File: src/rtl/pan_pkg.sv
// Package for the peak audio normalizer: widths, register indexes and beat types.
// Depends on nothing; every rtl file imports it.
`timescale 1ns / 1ps
`default_nettype none

package pan_pkg;

    localparam int SAMPLE_W = 16;
    localparam int FRAC_W   = 10;
    localparam int TARGET_W = 15;
    localparam int AMP_W    = 6;

    localparam int PEAK_W = SAMPLE_W;
    localparam int GAIN_W = AMP_W + FRAC_W;
    localparam int DVD_W  = ((TARGET_W > SAMPLE_W - 1) ? TARGET_W : SAMPLE_W - 1) + FRAC_W;
    localparam int PROD_W = SAMPLE_W + 1 + GAIN_W + 1;

    localparam int CFG_IDX_W  = 2;
    localparam int CFG_DATA_W = TARGET_W;

    localparam logic [CFG_IDX_W-1:0] CFG_RESET_PEAK = 2'd0;
    localparam logic [CFG_IDX_W-1:0] CFG_TARGET     = 2'd1;
    localparam logic [CFG_IDX_W-1:0] CFG_MAX_AMP    = 2'd2;

    localparam logic [TARGET_W-1:0] TARGET_RST  = TARGET_W'(24575);
    localparam logic [AMP_W-1:0]    MAX_AMP_RST = AMP_W'(32);
    localparam logic [GAIN_W-1:0]   UNITY       = GAIN_W'(1 << FRAC_W);
    localparam logic [SAMPLE_W-2:0] FULL_SCALE  = '1;

    typedef struct packed {
        logic                       command;
        logic signed [SAMPLE_W-1:0] sample_in;
        logic                       block_end;
    } t_in_beat;

    typedef struct packed {
        logic signed [SAMPLE_W-1:0] sample_out;
        logic                       last_out;
    } t_out_beat;

    typedef struct packed {
        logic busy;
        logic done;
    } t_div_stat;

endpackage

`default_nettype wire

File: src/rtl/pan_div.sv
// Restoring divider for the gain: one quotient bit per cycle.
// Depends on pan_pkg.
`timescale 1ns / 1ps
`default_nettype none

module pan_div (
    input  wire logic                        i_clk,
    input  wire logic                        i_rst_n,
    input  wire logic                        i_start,
    input  wire logic [pan_pkg::DVD_W-1:0]   i_dividend,
    input  wire logic [pan_pkg::PEAK_W-1:0]  i_divisor,
    output pan_pkg::t_div_stat               o_stat,
    output logic      [pan_pkg::DVD_W-1:0]   o_quotient
);
    import pan_pkg::*;

    localparam int CNT_W = $clog2(DVD_W);

    logic              r_busy;
    logic              r_done;
    logic [CNT_W-1:0]  r_cnt;
    logic [PEAK_W-1:0] r_rem;
    logic [PEAK_W-1:0] r_dvs;
    logic [DVD_W-1:0]  r_quo;

    logic [PEAK_W:0]   w_trial;
    logic [PEAK_W:0]   w_diff;
    logic              w_fits;

    assign w_trial = {r_rem, r_quo[DVD_W-1]};
    assign w_diff  = w_trial - {1'b0, r_dvs};
    assign w_fits  = (w_trial >= {1'b0, r_dvs});

    always_ff @(posedge i_clk) begin
        if (!i_rst_n) begin
            r_busy <= 1'b0;
            r_done <= 1'b0;
            r_cnt  <= '0;
        end else begin
            r_done <= 1'b0;
            if (i_start) begin
                r_busy <= 1'b1;
                r_cnt  <= CNT_W'(DVD_W - 1);
            end else if (r_busy) begin
                r_cnt <= r_cnt - CNT_W'(1);
                if (r_cnt == '0) begin
                    r_busy <= 1'b0;
                    r_done <= 1'b1;
                end
            end
        end
    end

    // shift the dividend out while the quotient shifts in behind it
    always_ff @(posedge i_clk) begin
        if (i_start) begin
            r_quo <= i_dividend;
            r_rem <= '0;
            r_dvs <= i_divisor;
        end else if (r_busy) begin
            r_rem <= w_fits ? w_diff[PEAK_W-1:0] : w_trial[PEAK_W-1:0];
            r_quo <= {r_quo[DVD_W-2:0], w_fits};
        end
    end

    assign o_stat.busy = r_busy;
    assign o_stat.done = r_done;
    assign o_quotient  = r_quo;

endmodule

`default_nettype wire

File: src/rtl/pan_mul.sv
// Registered signed multiplier shared by the overflow check and the gain apply.
// Depends on pan_pkg.
`timescale 1ns / 1ps
`default_nettype none

module pan_mul (
    input  wire logic                             i_clk,
    input  wire logic signed [pan_pkg::SAMPLE_W:0] i_a,
    input  wire logic        [pan_pkg::GAIN_W-1:0] i_b,
    output logic signed      [pan_pkg::PROD_W-1:0] o_prod
);
    import pan_pkg::*;

    logic signed [GAIN_W:0]   w_b;
    logic signed [PROD_W-1:0] r_prod;

    assign w_b = $signed({1'b0, i_b});

    always_ff @(posedge i_clk) begin
        r_prod <= PROD_W'(i_a * w_b);
    end

    assign o_prod = r_prod;

endmodule

`default_nettype wire

File: src/rtl/peak_audio_normalizer.sv
// Top level of the peak audio normalizer: config registers, sequencer, output register.
// Depends on pan_pkg, pan_div and pan_mul.
//
//  channel   direction  handshake             payload
//  in        in         i_in_valid/o_in_stall    i_in_data   (t_in_beat)
//  out       out        o_out_valid/i_out_stall  o_out_data  (t_out_beat)
//  cfg       in         i_cfg_valid/o_cfg_ready  i_cfg_index, i_cfg_data
//
// A measure beat is taken in S_IDLE. An apply beat with a cached gain passes S_APPLY_MUL
// and S_APPLY_OUT. The first apply beat after a measure beat or a config write recomputes
// the gain on the bit-serial divider, and a second division follows when the full-scale
// limit is exceeded. The divider runs 25 steps, one quotient bit each.
// Reset is synchronous, active low: peak 1, gain unity and not cached.
// The input stalls while a beat is in work; a stalled output holds the apply beat.
`timescale 1ns / 1ps
`default_nettype none

module peak_audio_normalizer (
    input  wire logic                            i_clk,
    input  wire logic                            i_rst_n,
    input  wire logic                            i_in_valid,
    output logic                                 o_in_stall,
    input  wire pan_pkg::t_in_beat               i_in_data,
    output logic                                 o_out_valid,
    input  wire logic                            i_out_stall,
    output pan_pkg::t_out_beat                   o_out_data,
    input  wire logic                            i_cfg_valid,
    output logic                                 o_cfg_ready,
    input  wire logic [pan_pkg::CFG_IDX_W-1:0]   i_cfg_index,
    input  wire logic [pan_pkg::CFG_DATA_W-1:0]  i_cfg_data
);
    import pan_pkg::*;

    typedef enum logic [6:0] {
        S_IDLE      = 7'b0000001,
        S_DIV       = 7'b0000010,
        S_CHK_MUL   = 7'b0000100,
        S_CHK_EVAL  = 7'b0001000,
        S_DIV2      = 7'b0010000,
        S_APPLY_MUL = 7'b0100000,
        S_APPLY_OUT = 7'b1000000
    } t_state;

    localparam logic signed [PROD_W-1:0] Q_MAX = PROD_W'(FULL_SCALE);
    localparam logic signed [PROD_W-1:0] Q_MIN = ~Q_MAX;

    t_state                     r_state, n_state;
    logic                       r_reset_peak, n_reset_peak;
    logic [TARGET_W-1:0]        r_target, n_target;
    logic [AMP_W-1:0]           r_max_amp, n_max_amp;
    logic [PEAK_W-1:0]          r_peak, n_peak;
    logic [GAIN_W-1:0]          r_gain, n_gain;
    logic                       r_gain_valid, n_gain_valid;
    logic signed [SAMPLE_W-1:0] r_sample, n_sample;
    logic                       r_last, n_last;
    logic                       r_out_valid, n_out_valid;
    t_out_beat                  r_out_data, n_out_data;

    logic                       w_in_acc;
    logic [PEAK_W-1:0]          w_mag;
    logic                       w_div_start;
    logic [DVD_W-1:0]           w_dividend;
    logic [PEAK_W-1:0]          w_divisor;
    t_div_stat                  w_div_stat;
    logic [DVD_W-1:0]           w_quo;
    logic [GAIN_W-1:0]          w_ceil;
    logic [GAIN_W-1:0]          w_gain_hi;
    logic [GAIN_W-1:0]          w_gain_clamp;
    logic signed [SAMPLE_W:0]   w_mul_a;
    logic signed [PROD_W-1:0]   w_prod;
    logic signed [PROD_W-1:0]   w_prod_q;
    logic signed [PROD_W-1:0]   w_sat;

    assign w_in_acc  = i_in_valid && !o_in_stall;
    assign w_mag     = i_in_data.sample_in[SAMPLE_W-1] ? PEAK_W'(-i_in_data.sample_in)
                                                      : PEAK_W'(i_in_data.sample_in);
    assign w_divisor = (r_peak == '0) ? PEAK_W'(1) : r_peak;

    assign w_ceil       = {r_max_amp, {FRAC_W{1'b0}}};
    assign w_gain_hi    = (w_quo > DVD_W'(w_ceil)) ? w_ceil : w_quo[GAIN_W-1:0];
    assign w_gain_clamp = (w_gain_hi < UNITY) ? UNITY : w_gain_hi;

    assign w_mul_a  = (r_state == S_CHK_MUL) ? $signed({1'b0, r_peak})
                                             : $signed({r_sample[SAMPLE_W-1], r_sample});
    assign w_prod_q = w_prod >>> FRAC_W;
    assign w_sat    = (w_prod_q > Q_MAX) ? Q_MAX : ((w_prod_q < Q_MIN) ? Q_MIN : w_prod_q);

    pan_div u_div (
        .i_clk      (i_clk),
        .i_rst_n    (i_rst_n),
        .i_start    (w_div_start),
        .i_dividend (w_dividend),
        .i_divisor  (w_divisor),
        .o_stat     (w_div_stat),
        .o_quotient (w_quo)
    );

    pan_mul u_mul (
        .i_clk  (i_clk),
        .i_a    (w_mul_a),
        .i_b    (r_gain),
        .o_prod (w_prod)
    );

    always_comb begin
        n_state      = r_state;
        n_reset_peak = r_reset_peak;
        n_target     = r_target;
        n_max_amp    = r_max_amp;
        n_peak       = r_peak;
        n_gain       = r_gain;
        n_gain_valid = r_gain_valid;
        n_sample     = r_sample;
        n_last       = r_last;
        n_out_valid  = r_out_valid;
        n_out_data   = r_out_data;
        w_div_start  = 1'b0;
        w_dividend   = DVD_W'(r_target) << FRAC_W;

        // drop the output beat once taken
        if (r_out_valid && !i_out_stall) begin
            n_out_valid = 1'b0;
        end

        unique case (r_state)
            S_IDLE: begin
                if (w_in_acc) begin
                    if (!i_in_data.command) begin
                        if (w_mag > r_peak) begin
                            n_peak = w_mag;
                        end
                        n_gain_valid = 1'b0;
                    end else begin
                        n_sample = i_in_data.sample_in;
                        n_last   = i_in_data.block_end;
                        if (r_gain_valid) begin
                            n_state = S_APPLY_MUL;
                        end else begin
                            w_div_start = 1'b1;
                            n_state     = S_DIV;
                        end
                    end
                end
            end
            S_DIV: begin
                if (w_div_stat.done) begin
                    n_gain  = w_gain_clamp;
                    n_state = S_CHK_MUL;
                end
            end
            S_CHK_MUL: begin
                n_state = S_CHK_EVAL;
            end
            S_CHK_EVAL: begin
                // peak times gain past full scale: redo as full scale over peak
                if (w_prod_q > Q_MAX) begin
                    w_div_start = 1'b1;
                    w_dividend  = DVD_W'(FULL_SCALE) << FRAC_W;
                    n_state     = S_DIV2;
                end else begin
                    n_gain_valid = 1'b1;
                    n_state      = S_APPLY_MUL;
                end
            end
            S_DIV2: begin
                if (w_div_stat.done) begin
                    n_gain       = w_quo[GAIN_W-1:0];
                    n_gain_valid = 1'b1;
                    n_state      = S_APPLY_MUL;
                end
            end
            S_APPLY_MUL: begin
                n_state = S_APPLY_OUT;
            end
            S_APPLY_OUT: begin
                // hold until the output register is free
                if (!r_out_valid || !i_out_stall) begin
                    n_out_valid           = 1'b1;
                    n_out_data.sample_out = w_sat[SAMPLE_W-1:0];
                    n_out_data.last_out   = r_last;
                    if (r_last && r_reset_peak) begin
                        n_peak       = PEAK_W'(1);
                        n_gain_valid = 1'b0;
                    end
                    n_state = S_IDLE;
                end
            end
            default: begin
                n_state = S_IDLE;
            end
        endcase

        if (i_cfg_valid) begin
            unique case (i_cfg_index)
                CFG_RESET_PEAK: begin
                    n_reset_peak = i_cfg_data[0];
                    n_gain_valid = 1'b0;
                end
                CFG_TARGET: begin
                    n_target     = i_cfg_data[TARGET_W-1:0];
                    n_gain_valid = 1'b0;
                end
                CFG_MAX_AMP: begin
                    n_max_amp    = i_cfg_data[AMP_W-1:0];
                    n_gain_valid = 1'b0;
                end
                default: begin
                end
            endcase
        end
    end

    always_ff @(posedge i_clk) begin
        if (!i_rst_n) begin
            r_state      <= S_IDLE;
            r_reset_peak <= 1'b1;
            r_target     <= TARGET_RST;
            r_max_amp    <= MAX_AMP_RST;
            r_peak       <= PEAK_W'(1);
            r_gain       <= UNITY;
            r_gain_valid <= 1'b0;
            r_out_valid  <= 1'b0;
        end else begin
            r_state      <= n_state;
            r_reset_peak <= n_reset_peak;
            r_target     <= n_target;
            r_max_amp    <= n_max_amp;
            r_peak       <= n_peak;
            r_gain       <= n_gain;
            r_gain_valid <= n_gain_valid;
            r_out_valid  <= n_out_valid;
        end
    end

    always_ff @(posedge i_clk) begin
        r_sample   <= n_sample;
        r_last     <= n_last;
        r_out_data <= n_out_data;
    end

    assign o_in_stall  = (r_state != S_IDLE);
    assign o_out_valid = r_out_valid;
    assign o_out_data  = r_out_data;
    assign o_cfg_ready = 1'b1;

endmodule

`default_nettype wire

File: config.mk
export PLATFORM = sky130hd
export DESIGN_NAME = peak_audio_normalizer
export DESIGN_NICKNAME = d
export VERILOG_FILES = /design/src/rtl/pan_pkg.sv /design/src/rtl/pan_div.sv /design/src/rtl/pan_mul.sv /design/src/rtl/peak_audio_normalizer.sv
export SDC_FILE = /design/constraint.sdc
export NUM_CORES = 1
export LEC_CHECK = 0
export CAP_MARGIN = 10
export CORE_UTILIZATION = 45
export CTS_CLUSTER_DIAMETER = 100
export DETAILED_ROUTE_END_ITERATION = 16
export DONT_BUFFER_PORTS = 1
export PLACE_DENSITY = 0.62
export SLEW_MARGIN = 20
export SYNTH_ARGS = -nofsm -noshare
export SYNTH_HDL_FRONTEND = slang
export SYNTH_HIERARCHICAL = 1
export SYNTH_SLANG_ARGS = --single-unit
File: constraint.sdc
create_clock -name i_clk -period 8.2 [get_ports i_clk]
set_input_delay 1.23 -clock i_clk [delete_from_list [all_inputs] [get_ports i_clk]]
set_output_delay 1.23 -clock i_clk [all_outputs]
set_load 0.02 [all_outputs]
==> results of run 1 <==
==> sequential cells by signal (all words and copies together) (netlist names) <==
signal            count
r_last                1
u_mul/o_prod         24
r_reset_peak          1
o_out_data           17
r_state               7
u_div/r_cnt           5
r_sample             16
r_gain_valid          1
r_target             15
o_out_valid           1
r_max_amp             6
u_div/r_dvs          16
r_gain               16
r_peak               16
u_div/r_rem          16
u_div/r_done          1
u_div/o_quotient     25
u_div/r_busy          1
==> layout make-up <==
class / count / share of cell area, %
multi-input combinational: 1401 / 63.95
sequential: 185 / 21.59
inverter: 407 / 7.417
tap: 577 / 3.499
clock buffer: 18 / 2.080
timing repair buffer: 23 / 0.8369
clock inverter: 14 / 0.6247
==> placed cells by master, fill, tap and decap left out, types with 19 or more instances in the layout <==
cell / n
inv_1: 406
fa_1: 280
nand2_1: 249
ha_1: 128
and2_1: 116
dfxtp_1: 110
edfxtp_1: 75
a21oi_1: 73
nor2_1: 69
nand3_1: 42
o21ai_0: 41
xnor2_1: 39
nand2b_1: 28
mux2_2: 25
o21a_1: 24
buf_4: 23
mux2i_1: 22
nor3_1: 19
==> critical path, stage by stage, from the launching register on <==
cell and delay [ps]:
dfxtp_1 340, nor4_1 370, nand3_1 190, buf_4 260
nand2_1 100, o21ai_0 80, buf_4 220, and2_1 200
fa_1 530, inv_1 50, fa_1 560, fa_1 450
fa_1 500, inv_1 60, fa_1 520, inv_1 60
fa_1 530, inv_1 40, ha_1 380, and3_2 270
o211a_1 150, o31a_1 220, nor4_4 70, o2111ai_1 390
nand2_1 180, o211a_1 260, o311ai_1 210
==> worst max path at each step <==
stage / slack (ps) / to / cells past startpoint
after global placement: 1050 / u_mul/o_prod[33] / 21
after global routing: 350 / u_mul/o_prod[31] / 21
after floorplan: 1420 / u_mul/o_prod[32] / 26
after detailed placement: 930 / u_mul/o_prod[33] / 21
final: 920 / u_mul/o_prod[32] / 26
after CTS: 900 / u_mul/o_prod[33] / 21
==> stage by stage <==
step	hold slack (ps)	total power, uW	cells	util, %	worst slack [ps]
finish	461.0	2573	2625	48.75	919.5
global route	496.2	2712	2625	48.75	353.3
CTS	462.3	2583	2625	48.74	896.1
detailed placement	444.9	1794	2593	47.42	934.4
global placement	445.2	1780	2593	47.42	1050
floorplan	427.1	1666	2085	-	1424
==> where the power goes <==
group / total [uW] / leakage (uW) / internal (uW) / switching (uW)
logic: 678 / 0.00761 / 277 / 401
registers: 1100 / 0.00160 / 1040 / 60.5
clock network: 791 / 0.000280 / 400 / 391
total: 2570 / 0.00949 / 1720 / 852
==> routing by layer <==
metal,vias up,global-route usage [%]
met3,52,3.889
met4,0,5.839
li1,6517,-
met5,-,0
met1,6817,29.44
met2,351,36.28
==> out/metrics.cfg, run 1 <==
[clock_network]
clk_pin_slew_worst_paths_ps=70
cts_resized=0
cts_root_buf=clkbuf_16
clk_latency_ps=460
numCtsBuffers=17
htreeDepth=4
clk_path_buf_depth=2
cts_hold_buf=0
cts_tree=done
cts_setup_buffers=0
cts_sinks=185

[worst_setup_path]
r2r_slack_ps=920
r2r_start=r_state[6]
reg2regPathDepth=26
reg2reg_to=u_mul/o_prod[32]
critPathMaxFanout=30
start_kind=flop
crit_required_ps=8560
crit_start=r_state[6]
crit_path_end_kind=flop
critPathKind=reg2reg
critical_path_arrival_ps=7640

[final_layout]
areaGrowthSynthToFinish_pct=5.726
fin_nets=2483
design_area_um2=20630
multi_input_area_um2=13190
antenna_cells=0
fill_cells=4007
layout-drive-gt1-share_pct=5.957
regArea_um2=4454

[routing]
dr.pass1.iters=7
top_layer_used=met4
route.met2.wl_mm=21.66
drt_iter0_drc=876
wl_mm=45.87
routedWlPerCell_um=17.47
vias=13740
wl_met1_mm=20.94
drc_errors=0
wl_met3_mm=2.376
viasPerCell=5.233
ant_nets=0

[power_and_ir_drop]
ir_worst_vdd_mv=0.1705
power_density_nw_per_um2=124.7
total_leakage_power_uw=0.009488

[sta]
setup_tns_ps=0
maxSlewHeadroom_pct=33.10
fmaxAchievable_mhz=137.4
clock_skew_ps=16.34
timing.final.crit_share_pct=88.79
period_minus_slack_ps=7281
finalSetupViolCount=0
worst_pin_slew_ps=996.8
hold_viol=0
rsz0062_at_grt=no
drv_slew=0

[min_path]
hold_depth=2
hp-class=reg2reg
hold_start=r_target[4]
worstHoldEndpoint=r_target[4]

[run]
cap_violations=0

[status]
status=finished clean

[place]
io_buffer_count=0
placed_cell_area_um2=20070
place_congestion=0.8773
dp_hpwl_mm=37.01

[floorplanning]
die_y_um=210.2
die_w_um=210.2
die_area_um2=44200
io_pins=60
start_util_pct=46.11
core_um2=42320
std_cell_rows=75

[grt]
antenna_found_initial=0
grt_max_degree=64
grt_overflow=0
grt_usage_pct=21.87
grt_pass1_vias=14240
grt_pass1_wl_mm=75.64

[synthesis]
synthCells=2076
syn_avg_cell_area_um2=9.400
ys_warn_count=6
netlist_area_um2=19510

No activity file was read; power rests on OpenSTA's default activity.
==> run 2, diff against run 1 <==
PLACE_DENSITY = default   (was 0.62)
PLACE_DENSITY_LB_ADDON = 0.3   (was default)
REMOVE_ABC_BUFFERS = 1   (was default)
==> run 2 against run 1 <==
Net effect:
- worst hold slack got worse by 9.4 ps
- design area rose by 0.52%
- combinational power barely moved
- first-iteration DRC count rose by 1.7%
- sequential cell count did not move
- critical path type unchanged
==> out/metrics.cfg, run 2 (synthesized netlist as in run 1, its figures left out) <==
[clock_network]
cts_tree=done
htreeDepth=4  ; unchanged
clk_path_buf_depth=2  ; unchanged
clk_latency_ps=460  ; about the same
cts_setup_buffers=0  ; unchanged
numCtsBuffers=17  ; unchanged
cts_hold_buf=0  ; unchanged
cts_root_buf=clkbuf_16
clk_pin_slew_worst_paths_ps=80  ; about the same
cts_sinks=185  ; unchanged
cts_resized=0  ; unchanged

[routing]
routedWlPerCell_um=17.35  ; -0.72%
ant_nets=0  ; unchanged
viasPerCell=5.258  ; +0.47%
drc_errors=0  ; unchanged
dr.pass1.iters=5  ; -2
wl_mm=45.62  ; -0.53%
drt_iter0_drc=891  ; +1.7%
vias=13830  ; +0.66%

[floorplanning]
die_w_um=210.2  ; unchanged
die_area_um2=44200  ; unchanged
start_util_pct=46.11  ; unchanged
core_um2=42320  ; unchanged
io_pins=60  ; unchanged
die_y_um=210.2  ; unchanged
std_cell_rows=75  ; unchanged

[sta]
worst_pin_slew_ps=952.0  ; -44.77 ps
timing.final.crit_share_pct=92.37  ; +3.6 points
drv_slew=0  ; unchanged
setup_tns_ps=0  ; unchanged
maxSlewHeadroom_pct=36.46  ; +3.4 points
hold_viol=0  ; unchanged
period_minus_slack_ps=7575  ; +294.0 ps
clock_skew_ps=16.05  ; -0.2880 ps
rsz0062_at_grt=no
fmaxAchievable_mhz=132.0  ; -3.9%
finalSetupViolCount=0  ; unchanged

[place]
place_inst=2597  ; +0.15%
place_congestion=0.8873  ; +1.1%
io_buffer_count=0  ; unchanged
dp_hpwl_mm=36.11  ; -2.4%

[final_layout]
final_util_pct=49.00  ; +0.25 points
areaGrowthSynthToFinish_pct=6.271
antenna_cells=0  ; unchanged
layout_commonest_cell=inv_1
layoutNonFillerInstCount=2630  ; +0.19%
fin_nets=2488  ; +0.20%
final_cell_mix=inv_1 (406), fa_1 (280), nand2_1 (249), ha_1 (128), and2_1 (116)
largest_register_ffs=25  ; unchanged
layout-drive-gt1-share_pct=6.235  ; +0.28 points

[grt]
grt_pass1_vias=14310  ; +0.48%
grt_usage_pct=21.89  ; about the same
grt_pass1_wl_mm=75.42  ; -0.30%
grt_overflow=0  ; unchanged
grt_max_degree=42  ; -34%
antenna_found_initial=0  ; unchanged

[worst_setup_path]
critPathMaxFanout=30  ; unchanged
critPathKind=reg2reg
max_stage_delay_ps=660  ; +100 ps
r2r_start=r_state[4]
crit_required_ps=8570  ; about the same
start_kind=flop
crit_buf_inv=7  ; +1
reg2regPathDepth=26  ; unchanged
crit_path_end_kind=flop
critical_path_arrival_ps=7950  ; +310 ps
r2r_slack_ps=630  ; -290 ps
cp_top_family=adder cells
reg2reg_to=u_mul/o_prod[32]
cp_slowest_cell=o21ai_0

[status]
status=finished clean

[min_path]
hp-class=reg2reg
hold_start=r_target[13]
worstHoldEndpoint=r_target[13]
hold_depth=2  ; unchanged

[run]
cap_violations=0  ; unchanged

[power_and_ir_drop]
total_leakage_power_uw=0.009543  ; +0.58%
power_uw=2667  ; +3.7%
ir_worst_vdd_mv=0.1325  ; -22%
power_density_nw_per_um2=128.6  ; +3.1%

-- run 2: cell count changes in the layout (fill, tap and decap cells not counted), sizes merged --
| cell | before | now |
|---|---|---|
| clkinv | 5 | 6 |
| buf | 23 | 28 |
| clkbuf | 18 | 17 |
| bufinv | 0 | 2 |
| inv | 416 | 414 |
-- run 2: cell type report --
type / instances / area (um^2)
clock inverters: 15 / 202.7
flip-flops and latches: 185 / 4454
repair buffers: 28 / 214.0
well taps: 577 / 721.9
inverters: 407 / 1530
multi-input cells: 1401 / 13190
clock buffers: 17 / 425.4
fillers: 3945 / 21580
-- run 2: worst max-delay path by stage --
stage / from / to / cells past startpoint
2_1_floorplan: r_state[6] / u_mul/o_prod[32] / 24
3_3_place_gp: r_state[6] / u_mul/o_prod[32] / 25
3_5_place_dp: r_state[4] / u_mul/o_prod[32] / 26
4_1_cts: r_state[4] / u_mul/o_prod[32] / 26
5_1_grt: r_state[6] / u_mul/o_prod[32] / 25
6_report: r_state[4] / u_mul/o_prod[32] / 26
-- run 2: worst min-delay path: stages, from the launching register on --
cell and delay [ps]:
dfxtp_1 310, nand2_1 50, a21oi_1 50
-- run 2: metrics by stage --
stage	hold slack, ps	area, um^2	setup WS, ps
after floorplan	427.1	19150	821.9
after global routing	478.4	20740	123.5
final	451.6	20740	625.4
after CTS	455.9	20730	688.1
after detailed placement	444.1	20100	717.6
after global placement	437.7	20100	861.5
-- run 2: power breakdown --
group / internal (uW) / switching [uW] / total, uW
registers: 1040 / 60.0 / 1100
clock network: 467 / 418 / 885
logic: 279 / 400 / 679
total: 1790 / 878 / 2670
-- run 2: layer usage --
metal	part of all wire, %	GRT usage [%]	up-vias
li1	-	-	6516
met3	5.6	4.112	55
met4	2.5	7.350	0
met1	43	28.96	6888
met2	49	36.06	369
met5	0	0	-
==> run 3, diff against run 2 <==
clock period = 6.4 ns   (was 8.2 ns; I/O delays follow)
==> run 3 against run 2 <==
Net effect:
- the flow now finishes with violations (negative setup slack)
- power rose by 32%
- core utilization is 5.5 points higher
- clock skew rose by 6.7 ps
- die area unchanged
- critical endpoint unchanged
- highest routed layer is now met5
==> out/metrics.cfg, run 3 (synthesized netlist as in run 1, its figures left out) <==
[status]
status=finished with violations
violations=negative setup slack

[place]
placed_cell_area_um2=21130  ; +5.1%
place_congestion=0.9109  ; +2.7%
dp_hpwl_mm=37.92  ; +5.0%
io_buffer_count=0  ; unchanged
place_inst=2734  ; +5.3%
post-place-ws_ps=-579.8  ; -1297 ps

[routing]
dr.pass1.iters=8  ; +3
routedWlPerCell_um=17.14  ; -1.2%
viasPerCell=5.232  ; -0.50%
vias=14710  ; +6.4%
drt_iter0_drc=805  ; -9.7%
drc_errors=0  ; unchanged
ant_nets=0  ; unchanged
wl_mm=48.19  ; +5.6%

[final_layout]
design_area_um2=23060  ; +11%
fin_nets=2670  ; +7.3%
areaGrowthSynthToFinish_pct=18.17
layoutNonFillerInstCount=2812  ; +6.9%
largest_register_ffs=25  ; unchanged
layout_commonest_cell=inv_1
antenna_cells=0  ; unchanged
layout-drive-gt1-share_pct=20.04  ; +14 points
regArea_um2=4456  ; about the same
final_cell_mix=inv_1 (385), fa_1 (264), nand2_1 (231), buf_4 (169)
fill_cells=3747  ; -5.0%
multi_input_area_um2=13950  ; +5.8%

[worst_setup_path]
crit_required_ps=6730  ; -1840 ps
crit_path_end_kind=flop
cp_top_family=adder cells
start_kind=flop
critPathMaxFanout=4  ; -87%
critPathKind=reg2reg
critical_path.most_common_cell=fa_1
cp_slowest_cell=fa_1
crit_buf_inv=8  ; +1
critical_path_arrival_ps=6960  ; -990 ps
max_stage_delay_ps=570  ; -90 ps

[floorplanning]
die_y_um=210.2  ; unchanged
io_pins=60  ; unchanged
start_util_pct=46.11  ; unchanged
core_um2=42320  ; unchanged
std_cell_rows=75  ; unchanged
die_area_um2=44200  ; unchanged
die_w_um=210.2  ; unchanged

[sta]
period_minus_slack_ps=6629  ; -945.6 ps
hold_viol=0  ; unchanged
drv_slew=0  ; unchanged
finalSetupViolCount=9  ; +9
hold_slack_ps=461.4  ; +9.853 ps
maxSlewHeadroom_pct=34.91  ; -1.6 points
fin_ws_ps=-228.9  ; -854.4 ps
worst_pin_slew_ps=975.3  ; +23.30 ps
clock_skew_ps=22.71  ; +6.655 ps
timing.final.crit_share_pct=103.6  ; +11 points
fmaxAchievable_mhz=150.9  ; +14%
rsz0062_at_grt=yes

[power_and_ir_drop]
power.switching_uw=1166  ; +33%
power_density_nw_per_um2=152.5  ; +19%
ir_worst_vdd_mv=0.2009  ; +52%
clockPowerShare_pct=32.8  ; -0.4 points
seqPwrFrac_pct=40.3  ; -1.1 points
total_leakage_power_uw=0.01059  ; +11%
p_sw_share_pct=33.14  ; +0.22 points
pwr-share-comb_pct=26.9  ; +1.4 points
p_int_uw=2351  ; +31%

[clock_network]
numCtsBuffers=17  ; unchanged
clk_path_buf_depth=2  ; unchanged
clk_latency_ps=470  ; about the same
clk_pin_slew_worst_paths_ps=80  ; about the same
cts_sinks=185  ; unchanged
cts_root_buf=clkbuf_16
htreeDepth=4  ; unchanged
cts_tree=done

[grt]
grt_pass1_wl_mm=78.27  ; +3.8%
grt_max_degree=51  ; +21%
grt_overflow=0  ; unchanged
grt_usage_pct=22.54  ; +0.65 points
grt_pass1_vias=15210  ; +6.3%
antenna_found_initial=1  ; +1

[min_path]
hp-class=reg2reg

[run]
cap_violations=0  ; unchanged

run 3: cell types whose count changed in the layout (fill, tap and decap cells not counted), moves of 12 or more:
| cell | change |
|---|---|
| buf_6 | +34 |
| and2_1 | -12 |
| ha_1 | -19 |
| inv_2 | +21 |
| inv_1 | -21 |
| fa_1 | -16 |
| a21oi_1 | -14 |
| fa_2 | +16 |
| buf_4 | +142 |
| nand2_1 | -18 |
| o21ai_0 | -14 |
| ha_4 | +17 |
run 3: tightest hold or removal path, stage by stage (launching register included):
cell,delay (ps)
dfxtp_1,320
nand2_1,50
nand3_1,70
run 3: timing repair:
item | CTS | global route
pin swaps | 113 | 109
gates cloned | 3 | 0
hold buffers | 0 | 0
resized for setup | 135 | 89
endpoints found under the hold margin | 0 | 0
setup buffers | 20 | 26
setup endpoints to repair | 17 | 19
run 3: layer usage:
metal,wire (um),GRT usage [%],vias up
li1,-,-,6887
met1,20800,29.53,7377
met2,23520,37.73,378
met3,2777,4.410,67
met4,1085,6.670,2
met5,13,0,-
run 3: cell type report:
cell class,instances,share of cell area (%)
clock buffers,17,1.845
repair buffers,210,7.623
clock inverters,15,0.9550
well taps,577,3.131
inverters,407,6.636
multi-input cells,1401,60.49
flip-flops and latches,185,19.32
run 3: worst paths after layout:
path	slack, ps	start	depth (start not counted)	endpoint
max reg2reg	-230	r_state[1]	27	u_mul/o_prod[32]
min	460	r_target[7]	2	r_target[7]
min reg2reg	460	r_target[7]	2	r_target[7]
max	-230	r_state[1]	27	u_mul/o_prod[32]
run 3: per-stage QoR:
stage               util, %  setup TNS, ps  power (uW)
global route          54.49          -4071        3703
finish                54.49         -998.2        3517
floorplan                 -         -29980        2090
global placement      49.92          -2881        2306
detailed placement    49.92          -4362        2326
CTS                   53.21         -144.0        3515
run 3: power by group through the flow:
stage                     sequential, uW  combinational (uW)  clock [uW]
after floorplan                     1410                 678           0
after global placement              1440                 869           0
after detailed placement            1440                 888           0
after CTS                           1410                 924        1180
after global routing                1430                1050        1220
final                               1420                 948        1150
